### src/hw/rtl/sfsd_pkg.sv
// Shared types and constants for the source flood and scan detector.
package sfsd_pkg;

	// Widest entry index and port-fill count over the supported parameter range
	localparam int SFSD_IDX_W  = 12;
	localparam int SFSD_FILL_W = 9;

	localparam logic [1:0] CFG_FLOOD_THR = 2'd0;
	localparam logic [1:0] CFG_SCAN_THR  = 2'd1;
	localparam logic [1:0] CFG_LARGE     = 2'd2;

	typedef struct packed {
		logic [31:0] src_addr;
		logic [15:0] dst_port;
		logic [15:0] pkt_length;
	} sfsd_in_t;

	typedef struct packed {
		logic flood_alert;
		logic scan_alert;
		logic large_alert;
		logic newly_blocked;
		logic source_blocked;
		logic table_full;
	} sfsd_out_t;

	// Search token passed from cell to cell
	typedef struct packed {
		logic                   go;
		logic [31:0]            addr;
		logic                   hit;
		logic [SFSD_IDX_W-1:0]  hit_idx;
		logic [16:0]            count;
		logic                   blocked;
		logic [SFSD_FILL_W-1:0] fill;
		logic                   free;
		logic [SFSD_IDX_W-1:0]  free_idx;
	} sfsd_tok_t;

	// Entry write broadcast to all cells
	typedef struct packed {
		logic                   en;
		logic [SFSD_IDX_W-1:0]  idx;
		logic [31:0]            addr;
		logic [16:0]            count;
		logic                   blocked;
		logic [SFSD_FILL_W-1:0] fill;
	} sfsd_upd_t;

endpackage

### src/hw/rtl/sfsd_cell.sv
// One source table entry; matches the passing search token, offers itself as free if empty, and forwards it.
module sfsd_cell #(
	parameter int IDX = 0
) (
	input  logic             clk,
	input  logic             arst_n,
	input  sfsd_pkg::sfsd_tok_t tin,
	output sfsd_pkg::sfsd_tok_t tout,
	input  sfsd_pkg::sfsd_upd_t upd
);
	import sfsd_pkg::*;

	logic                   valid_q;
	logic [31:0]            addr_q;
	logic [16:0]            count_q;
	logic                   blocked_q;
	logic [SFSD_FILL_W-1:0] fill_q;
	sfsd_tok_t              tok_q;
	sfsd_tok_t              tnext;

	always_comb begin
		tnext = tin;
		if (tin.go && valid_q && !tin.hit && addr_q == tin.addr) begin
			tnext.hit     = 1'b1;
			tnext.hit_idx = SFSD_IDX_W'(IDX);
			tnext.count   = count_q;
			tnext.blocked = blocked_q;
			tnext.fill    = fill_q;
		end
		if (tin.go && !valid_q && !tin.free) begin
			tnext.free     = 1'b1;
			tnext.free_idx = SFSD_IDX_W'(IDX);
		end
	end

	always_ff @(posedge clk or negedge arst_n) begin
		if (!arst_n) begin
			valid_q <= 1'b0;
			tok_q   <= '0;
		end else begin
			tok_q <= tnext;
			if (upd.en && upd.idx == SFSD_IDX_W'(IDX)) begin
				valid_q <= 1'b1;
			end
		end
	end

	always_ff @(posedge clk) begin
		if (upd.en && upd.idx == SFSD_IDX_W'(IDX)) begin
			addr_q    <= upd.addr;
			count_q   <= upd.count;
			blocked_q <= upd.blocked;
			fill_q    <= upd.fill;
		end
	end

	assign tout = tok_q;
endmodule

### config.mk
export PLATFORM = sky130hd
export DESIGN_NAME = sfsd_cell
export DESIGN_NICKNAME = d
export VERILOG_FILES = /design/src/hw/rtl/sfsd_pkg.sv /design/src/hw/rtl/sfsd_cell.sv
export SDC_FILE = /design/constraint.sdc
export NUM_CORES = 1
export LEC_CHECK = 0
export BUFFER_PORTS_ARGS = -buffer_cell sky130_fd_sc_hd__buf_2
export CAP_MARGIN = 20
export CORE_MARGIN = 5
export CORE_UTILIZATION = 30
export CTS_BUF_LIST = sky130_fd_sc_hd__clkbuf_8
export DETAILED_ROUTE_END_ITERATION = 7
export PLACE_DENSITY_LB_ADDON = 0.05
export SYNTH_ARGS = -nofsm -noshare
export SYNTH_HDL_FRONTEND = slang
export SYNTH_SLANG_ARGS = --single-unit
### constraint.sdc
create_clock -name clk -period 2.78 [get_ports clk]
set_input_delay 0.556 -clock clk [delete_from_list [all_inputs] [get_ports clk]]
set_output_delay 0.556 -clock clk [all_outputs]
set_load 0.01 [all_outputs]
Word level (Yosys, flattened, before mapping):

Index checks and enable logic that the tools add are counted.

* bits in latches: 0
* input bits: 160
* memories: 0
* memory bits (writable): 0
* output and inout port bits: 86
* bits in read-only memories: 0
* flip-flop bits (word level): 146
* word-level logic and storage cells: 27

* magnitude comparators: 0
* div/mod/pow operators: 0
* equal/unequal tests: 1
* shift operators: 0
* $add $sub $neg: 0
* multipliers: 0
* multiplexer cells: 2
* reduce and logical (&&, ||, !) cells: 10
* bitwise operators: 0

Operators with widths (count)
* two-way mux 40 bit: 1
* == test 32 bit: 1
* two-way mux 13 bit: 1
* zero test 12 bit: 1
* logical AND 1 bit: 6
* zero test 1 bit: 3

Depth between registers and ports, before layout:

Gate-level depths: netlist (run 1).

* word-level depth: 4
* depth in mapped cells: 6
* depth with buffers taken out: 5

Worst setup path after synthesis (run 1):

No wires, ideal clock.

* kind: input to register
* from: in upd[60] in the netlist's numbering
* to: reg valid_q
* buffers on the path: 0
* arrival time: 7.346 ns
* path slack: -4.667 ns
* stages: 3
* data required time: 2.679 ns
* setup time: 0.101 ns
* cells stage by stage: or4_1 > nor4_1 > or2_2

* longest elaborated chain between the ends: 2

RTL lines
* from (decl): line sfsd_cell.sv:9 `input sfsd_pkg::sfsd_upd_t upd`
* zero test 12 bit: line sfsd_cell.sv:42 `if (upd.en && upd.idx == SFSD_IDX_W'(IDX)) begin`
* logical AND 1 bit: line sfsd_cell.sv:42
* to (signal assigned): line sfsd_cell.sv:38 `valid_q <= 1'b0;`
* to (signal assigned): line sfsd_cell.sv:43 `valid_q <= 1'b1;`
* to (decl): line sfsd_cell.sv:13 `logic valid_q;`

Every way passes these cells.
A chain may end at the register's enable or synchronous reset.

==> results.py, run 1 <==
metrics = {
    "sta": {
        "min_period_ns": 2.242,
        "slew_headroom": 0.4609,
        "worstMarginPinSlew_ns": 0.8056,
        "setup_viol": 0,
        "max_freq_mhz": 446.1,
        "hold_violations": 0,
        "rsz0062_at_grt": "false",
        "finalCritPeriodShare": 0.8063,
        "finClkSkew_ns": 0.01167,
        "fin_tns_setup_ns": 0,
        "slew_violations": 0,
    },
    "routing": {
        "dr.pass1.iters": 4,
        "drtIter0Drc": 78,
        "wl_mm": 11.91,
        "num_vias": 2955,
        "met3_wirelength_mm": 1.138,
        "top_layer": "met4",
        "drc_errors": 0,
        "antenna_left": 0,
        "route.met2.wl_mm": 5.925,
        "post_drt_via_cell_ratio": 3.951,
        "wl_met1_mm": 4.628,
        "wl_per_cell_um": 15.93,
    },
    "clock_tree": {
        "clock-sinks": 146,
        "cts_root_buf": "clkbuf_8",
        "cts_setup_buffers": 0,
        "clock_latency_ns": 0.43,
        "cts.path.max_buffers": 2,
        "cts_buffers": 17,
        "cts_tree": "yes",
        "cts_resized": 0,
        "clk_pin_slew_worst_paths_ns": 0.08,
        "cts_htree_levels": 4,
        "postCtsHoldBufs": 0,
    },
    "run": {
        "drv_cap": 0,
    },
    "placed_design": {
        "dpl_cell_area_mm2": 0.006411,
        "hpwlAfterDp_mm": 8.935,
        "gp_congestion": 0.6882,
        "port-buffer-count": 245,
    },
    "power": {
        "p_leak_nw": 3.111,
        "total_power_mw": 4.490,
        "peakVddDrop_mv": 0.3228,
        "pwr_density_cell_mw_per_mm2": 653.6,
    },
    "setup_path": {
        "crit_type": "reg2reg",
        "path_cells": "xor2_1 > nor4_1 > nand3_1 > nor4_4 > buf_12 > mux2_2",
        "end_kind": "register",
        "cpMaxStageDelayCell": "nor4_1",
        "cp.required_ns": 3.10,
        "startpoint_type": "register",
        "crit_arrival_ns": 2.56,
        "max_stage_delay_ns": 0.39,
        "cp_max_fo": 40,
    },
    "die": {
        "num_rows": 46,
        "io_pins": 246,
        "die_x_um": 137.5,
        "fp.coreArea_mm2": 0.01594,
        "chipHeight_um": 137.5,
        "start_util": 0.3058,
        "die_area_mm2": 0.01890,
    },
    "logic_synthesis": {
        "netlist-cell-type-count": 22,
        "yosys_warnings": 0,
        "synth_fa_ha_area_frac": 0,
        "synth_xor_area_frac": 0.05748,
        "syn_avg_cell_area_um2": 19.05,
        "synth.mux.area_fraction": 0.06236,
        "synthesis.area_mm2": 0.004876,
        "ys_seq_elements": 146,
        "syn_nets": 416,
        "synthSimpleGateAreaFrac": 0.06159,
        "synth_compound_area_frac": 0,
        "ys_seq_area_frac": 0.8099,
        "synth_top_family_by_area": "multiplexers",
        "syn_inst": 256,
    },
    "final_layout": {
        "num-nets-final": 678,
        "areaGrowthSynthToFinish_pct": 40.88,
        "layout_common_cells": "244 x buf_2, 87 x dfrtp_1, 59 x edfxtp_1",
        "drive_above_1_share": 0.5782,
        "fin_area_mm2": 0.006869,
        "layout_commonest_cell": "buf_2",
    },
    "grt": {
        "grt_overflow": 0,
        "grt_first_pass_wirelength_mm": 17.43,
        "grt_max_degree": 61,
        "grt_use_total": 0.1261,
        "antenna_found_initial": 1,
        "grt_pass1_vias": 3236,
    },
    "hold_path": {
        "hold_class": "in2async",
    },
    "outcome": {
        "run_status": "complete, no violations",
    },
}
[cell type report]
class / instances / area [um^2]
Sequential cell: 146 / 3949
Tap cell: 216 / 270.3
Fill cell: 1517 / 9074
Multi-Input combinational cell: 105 / 903.4
Timing Repair Buffer: 248 / 1289
Clock buffer: 22 / 302.8
Clock inverter: 10 / 152.6
Antenna cell: 1 / 2.502
[routing by layer]
metal  up-vias  track usage
li1       1418            -
met1      1381       0.1471
met2       145       0.2047
met3        11      0.04529
met4         0      0.06430
met5         -            0
[state kept, by name, summed over array words and instances, names as in the netlist]
name / cells
blocked_q: 1
addr_q: 32
tout: 86
fill_q: 9
valid_q: 1
count_q: 17
[cells by family after synthesis]
family,after synthesis
DFF,146
and+or+nand+nor,46
xor gates and xnor gates,32
muxes,27
buffers and inverters,5
[cells in the mapped netlist]
library cell | n | area (um^2)
dfrtp_1 | 87 | 2177
edfxtp_1 | 59 | 1772
xor2_1 | 27 | 236.5
mux2_2 | 25 | 281.5
nor2b_1 | 24 | 150.1
nor4_1 | 7 | 43.79
xnor2_1 | 5 | 43.79
buf_6 | 3 | 33.78
mux2_1 | 2 | 22.52
nand2b_1 | 2 | 12.51
nand4_1 | 2 | 12.51
nor3_1 | 2 | 10.01
or2_2 | 2 | 12.51
buf_2 | 1 | 5.000
clkbuf_1 | 1 | 3.750
nand2_1 | 1 | 3.750
nand3_1 | 1 | 5.000
nand4b_1 | 1 | 8.760
nor2_1 | 1 | 3.750
nor4_4 | 1 | 21.27
nor4b_1 | 1 | 8.760
or4_1 | 1 | 7.510
[final timing paths]
kind	start	end	slack [ns]	depth (start not counted)
worst max-delay path	addr_q[20]	tout[31]	0.54	6
worst min-delay path	arst_n	tout[55]	0.06	1
worst max register to register	addr_q[20]	tout[31]	0.54	6
worst min register to register	fill_q[3]	tout[16]	0.48	1
max in group asynchronous	arst_n	tout[14]	2.07	2
min in group clk	tin[83]	tout[83]	0.25	1
[worst max-delay path: cells and delay by family (launching register included)]
kind                      cells  cell delay [ns]
muxes                         1             0.37
buffers and inverters         1             0.26
DFF                           1             0.38
xor gates and xnor gates      1             0.15
and+or+nand+nor               3             0.94
[power breakdown]
group | leakage, nW | total (mW) | switching [mW] | internal, mW
clock | 0.232 | 1.85 | 0.763 | 1.09
combinational | 1.33 | 0.314 | 0.151 | 0.163
sequential | 1.55 | 2.32 | 0.0149 | 2.31
[through the flow]
stage               cells  setup WS, ns    util  hold slack [ns]
detailed placement    715        0.2245  0.4021           0.4571
CTS                   747        0.5119  0.4307          0.04388
global placement      715        0.2315  0.4021           0.4423
floorplan             256       -0.7124       -           0.2604
global route          748        0.3613  0.4309          0.06259
finish                748        0.5384  0.4309          0.06407
(Power assumes the default switching activity.)
==> run 2: changes to the inputs <==
==> constraint.sdc (replaced) <==
create_clock -name clk -period 2.3 [get_ports clk]
set_input_delay 0.46 -clock clk [delete_from_list [all_inputs] [get_ports clk]]
set_output_delay 0.46 -clock clk [all_outputs]
set_load 0.01 [all_outputs]
==> results.py, run 2 (synthesis gave the netlist of run 1 again) <==
metrics = {
    "outcome": {
        "run_status": "complete, no violations",
    },
    "sta": {
        "setup_viol": 0,
        "whs_ns": 0.1545,
        "worstMarginPinSlew_ns": 0.7461,
        "slew_headroom": 0.5008,
        "hold_violations": 0,
        "finalCritPeriodShare": 0.9391,
        "finClkSkew_ns": 0.01411,
        "fin_tns_setup_ns": 0,
        "slew_violations": 0,
        "min_period_ns": 2.160,
        "max_freq_mhz": 463.0,
    },
    "setup_path": {
        "cp_max_fo": 16,
        "crit_arrival_ns": 2.48,
        "startpoint_type": "register",
        "end_kind": "register",
        "crit_type": "reg2reg",
        "cp.required_ns": 2.62,
    },
    "routing": {
        "antenna_left": 0,
        "drc_errors": 0,
        "drtIter0Drc": 138,
        "wl_per_cell_um": 16.04,
        "wl_mm": 12.14,
        "post_drt_via_cell_ratio": 3.975,
        "num_vias": 3009,
        "dr.pass1.iters": 4,
    },
    "die": {
        "die_x_um": 137.5,
        "die_area_mm2": 0.01890,
        "chipHeight_um": 137.5,
        "num_rows": 46,
        "fp.coreArea_mm2": 0.01594,
        "io_pins": 246,
        "start_util": 0.3058,
    },
    "final_layout": {
        "final.fill_count": 1510,
        "areaGrowthSynthToFinish_pct": 41.57,
        "finalNonFillerCells": 757,
        "num-nets-final": 687,
        "layout_common_cells": "244 x buf_2, 87 x dfrtp_1, 59 x edfxtp_1",
        "drive_above_1_share": 0.5815,
        "largest_register_ff_count": 86,
        "layout_commonest_cell": "buf_2",
    },
    "grt": {
        "antenna_found_initial": 3,
        "grt_util_met3": 0.05917,
        "grt_use_total": 0.1264,
        "grt_overflow": 0,
        "grt_use_met2": 0.2074,
        "grt_max_degree": 57,
        "grt_pass1_vias": 3202,
        "grt.busiest_layer": "met2",
        "grt_first_pass_wirelength_mm": 17.48,
        "grtUsageMet1": 0.1437,
    },
    "placed_design": {
        "hpwlAfterDp_mm": 9.038,
        "gp_congestion": 0.6781,
        "dp_cells": 721,
        "port-buffer-count": 245,
    },
    "clock_tree": {
        "cts_buffers": 17,
        "cts_root_buf": "clkbuf_8",
        "cts.path.max_buffers": 2,
        "clock-sinks": 146,
        "clock_latency_ns": 0.44,
        "clk_pin_slew_worst_paths_ns": 0.07,
        "cts_tree": "yes",
        "cts_htree_levels": 4,
    },
    "hold_path": {
        "hold_class": "in2reg",
    },
    "power": {
        "p_leak_nw": 3.148,
        "pwr_density_cell_mw_per_mm2": 734.1,
        "peakVddDrop_mv": 0.3650,
    },
    "run": {
        "drv_cap": 0,
    },
}
==> run 2: cell types whose count changed in the layout (fill, tap and decap cells not counted), sizes merged <==
cell,change
clkbuf,+1
inv,+4
buf,+7
clkinv,-1
dlygate4sd3,+1
bufinv,-3
==> run 2: through the flow <==
stage          total power, mW  setup slack [ns]  instance area [um^2]    util
2_1_floorplan            2.974            -1.096                  4895       -
3_3_place_gp             3.248           -0.1653                  6469  0.4057
3_5_place_dp             3.252           -0.1508                  6469  0.4057
4_1_cts                  5.157           0.06348                  6852  0.4298
5_1_grt                  5.322         -0.001269                  6903  0.4330
6_report                 5.067            0.1400                  6903  0.4330
==> run 2: worst paths after layout <==
path | startpoint | to | slack [ns] | cells past startpoint
min in group asynchronous | arst_n | tout[74] | 0.52 | 2
max in group asynchronous | arst_n | tout[27] | 1.12 | 3
worst min-delay path | tin[56] | tout[56] | 0.15 | 1
worst max-delay path | addr_q[20] | tout[17] | 0.14 | 8
worst min register to register | count_q[11] | tout[34] | 0.47 | 1
worst max register to register | addr_q[20] | tout[17] | 0.14 | 8
==> run 2: cell type report <==
type / count / area [um^2] / share of cell area
tap: 216 / 270.3 / 0.03915
antenna: 1 / 2.502 / 0.0003625
clock buffer: 22 / 302.8 / 0.04386
sequential: 146 / 3949 / 0.5721
timing repair buffer: 257 / 1393 / 0.2017
clock inverter: 10 / 70.07 / 0.01015
multi-input combinational: 105 / 915.9 / 0.1327
==> run 2: worst max-delay path, cell delays in order (launching register included) <==
cell       delay (ns)
edfxtp_1         0.38
xor2_1           0.16
nor4_2           0.28
buf_4            0.15
nand3_1          0.15
nor4_4           0.26
buf_6            0.16
clkbuf_16        0.18
mux2_2           0.34
==> run 2: what timing repair did <==
action / CTS / global route
hold buffers: 1 / 0
resized for setup: 0 / 3
setup buffers: 0 / 1
setup endpoints to repair: 0 / 27
endpoints found under the hold margin: 31 / 0
==> run 2: power by group <==
part / total, mW / internal, mW / switching, mW
Sequential: 2.81 / 2.79 / 0.0173
Clock: 1.88 / 0.974 / 0.905
Combinational: 0.383 / 0.199 / 0.184
Total: 5.07 / 3.96 / 1.11
==> run 2: routing by layer <==
layer	share of wire	up-vias
met4	0.018	4
li1	-	1437
met3	0.10	19
met2	0.50	145
met5	0.0022	-
met1	0.38	1404
==> run 3: changes to the inputs <==
--- a/config.mk
+++ b/config.mk
@@ -5,12 +5,12 @@
 export SDC_FILE = /design/constraint.sdc
 export NUM_CORES = 1
 export LEC_CHECK = 0
-export BUFFER_PORTS_ARGS = -buffer_cell sky130_fd_sc_hd__buf_2
 export CAP_MARGIN = 20
 export CORE_MARGIN = 5
 export CORE_UTILIZATION = 30
 export CTS_BUF_LIST = sky130_fd_sc_hd__clkbuf_8
 export DETAILED_ROUTE_END_ITERATION = 7
+export DONT_BUFFER_PORTS = 1
 export PLACE_DENSITY_LB_ADDON = 0.05
 export SYNTH_ARGS = -nofsm -noshare
 export SYNTH_HDL_FRONTEND = slang
==> constraint.sdc (replaced) <==
create_clock -name clk -period 2.25 [get_ports clk]
set_input_delay 0.45 -clock clk [delete_from_list [all_inputs] [get_ports clk]]
set_output_delay 0.45 -clock clk [all_outputs]
set_load 0.01 [all_outputs]
==> results.py, run 3 (synthesis gave the netlist of run 1 again) <==
metrics = {
    "placed_design": {
        "port-buffer-count": 0,
        "hpwlAfterDp_mm": 7.930,
        "gp_congestion": 0.6302,
        "dp_cells": 474,
    },
    "setup_path": {
        "ff2ff_setup_slack_ns": 0.1,
        "cp.required_ns": 2.57,
        "cp_max_fo": 38,
        "startpoint_type": "register",
        "crit_arrival_ns": 2.47,
        "ff2ff_path_depth": 6,
        "crit_type": "reg2reg",
        "rr_endpoint": "tout[31]",
        "end_kind": "register",
        "reg2reg_from": "addr_q[20]",
    },
    "hold_path": {
        "hold_class": "in2async",
    },
    "clock_tree": {
        "cts_tree": "yes",
        "clock-sinks": 146,
        "cts_root_buf": "clkbuf_8",
        "cts_htree_levels": 4,
        "clock_latency_ns": 0.43,
        "cts_setup_buffers": 0,
        "cts.path.max_buffers": 2,
        "clk_pin_slew_worst_paths_ns": 0.07,
        "cts_buffers": 17,
    },
    "power": {
        "switching_power_mw": 1.029,
        "p_clk_frac": 0.385,
        "intPower_mw": 3.949,
        "p_seq_frac": 0.590,
        "combPwrFrac": 0.025,
        "p_leak_nw": 2.286,
        "pwr_density_cell_mw_per_mm2": 839.5,
        "peakVddDrop_mv": 0.3191,
        "swShare": 0.2067,
    },
    "final_layout": {
        "finalNonFillerCells": 539,
        "areaGrowthSynthToFinish_pct": 21.61,
        "largest_register_ff_count": 86,
        "layout_common_cells": "87 x dfrtp_1, 59 x edfxtp_1, 33 x dlygate4sd3_1",
        "antenna_cells": 0,
        "num-nets-final": 470,
        "layout_commonest_cell": "dfrtp_1",
        "drive_above_1_share": 0.2012,
    },
    "sta": {
        "whs_ns": -0.2885,
        "hold_violations": 87,
        "finClkSkew_ns": 0.008838,
        "max_freq_mhz": 464.8,
        "slew_headroom": 0.5380,
        "worstMarginPinSlew_ns": 0.6904,
        "min_period_ns": 2.151,
        "setup_viol": 0,
        "slew_violations": 0,
        "finalCritPeriodShare": 0.9561,
        "rsz0062_at_grt": "true",
    },
    "die": {
        "fp.coreArea_mm2": 0.01594,
        "die_x_um": 137.5,
        "io_pins": 246,
        "num_rows": 46,
        "die_area_mm2": 0.01890,
        "chipHeight_um": 137.5,
        "start_util": 0.3058,
    },
    "routing": {
        "post_drt_via_cell_ratio": 4.224,
        "drtIter0Drc": 62,
        "wl_per_cell_um": 21.02,
        "antenna_left": 0,
        "dr.pass1.iters": 4,
        "drc_errors": 0,
        "num_vias": 2277,
        "wl_mm": 11.33,
    },
    "grt": {
        "grt_overflow": 0,
        "grt_use_total": 0.1161,
        "grt_max_degree": 88,
        "grt_pass1_vias": 2458,
        "antenna_found_initial": 0,
        "grt_first_pass_wirelength_mm": 15.51,
    },
    "outcome": {
        "run_status": "finished, violations left",
        "violations": "negative hold slack",
    },
    "run": {
        "drv_cap": 0,
    },
}
-- run 3: cell types whose count changed in the layout (fill, tap and decap cells not counted), sizes merged --
cell	delta
buf	-248
dlygate4sd3	+32
clkbuf	-4
clkinv	+2
bufinv	+1
clkinvlp	-1
diode	-1
inv	+1
-- run 3: worst max path at each step --
stage,startpoint,endpoint,slack (ns),cells after the start
floorplan,upd[60],addr_q[0],-1.14,2
global placement,tin[73],tout[31],-0.14,6
detailed placement,tin[73],tout[24],-0.16,6
CTS,addr_q[6],tout[24],0.04,8
global route,addr_q[20],tout[23],-0.04,6
finish,addr_q[20],tout[31],0.1,6
-- run 3: metrics by stage --
step	util	area [um^2]	total power, mW	setup slack (ns)	setup TNS, ns
after detailed placement	0.3270	5213	3.070	-0.1605	-4.018
after CTS	0.3565	5683	5.048	0.03715	0
final	0.3719	5929	4.978	0.09876	0
after global placement	0.3270	5213	3.070	-0.1424	-3.713
after floorplan	-	4895	3.040	-1.136	-68.13
after global routing	0.3719	5929	5.211	-0.04022	-0.6322
-- run 3: area by class of cell --
| cell class | instances | area, um^2 |
|---|---|---|
| Timing Repair Buffer | 40 | 420.4 |
| Sequential cell | 146 | 3949 |
| Multi-Input combinational cell | 105 | 922.1 |
| Clock inverter | 13 | 106.4 |
| Tap cell | 216 | 270.3 |
| Fill cell | 1538 | 10010 |
| Clock buffer | 19 | 261.5 |
-- run 3: what timing repair did --
| action | in CTS | in global routing |
|---|---|---|
| gates resized for setup | 2 | 1 |
| endpoints found under the setup margin | 27 | 27 |
| hold buffers | 9 | 24 |
| hold endpoints to repair | 96 | 111 |
-- run 3: worst max-delay path, stage by stage (launching register included) --
cell      delay, ns
edfxtp_1       0.38
xor2_1         0.16
nor4_2         0.34
nand3_1        0.21
nor4_4         0.30
buf_12         0.26
mux2_2         0.36
-- run 3: routing by layer --
| metal | global-route usage | part of all wire |
|---|---|---|
| met5 | 0 | 0 |
| met3 | 0.06976 | 0.13 |
| met1 | 0.1264 | 0.36 |
| met4 | 0.04324 | 0.011 |
| met2 | 0.1857 | 0.50 |
-- run 3: power groups by stage --
stage          Clock (mW)  Sequential, mW  Combinational, mW
4_1_cts              2.02            2.94             0.0912
3_5_place_dp            0            2.99             0.0762
3_3_place_gp            0            3.00             0.0740
2_1_floorplan           0            2.97             0.0658
6_report             1.92            2.94              0.125
5_1_grt              2.13            2.94              0.137
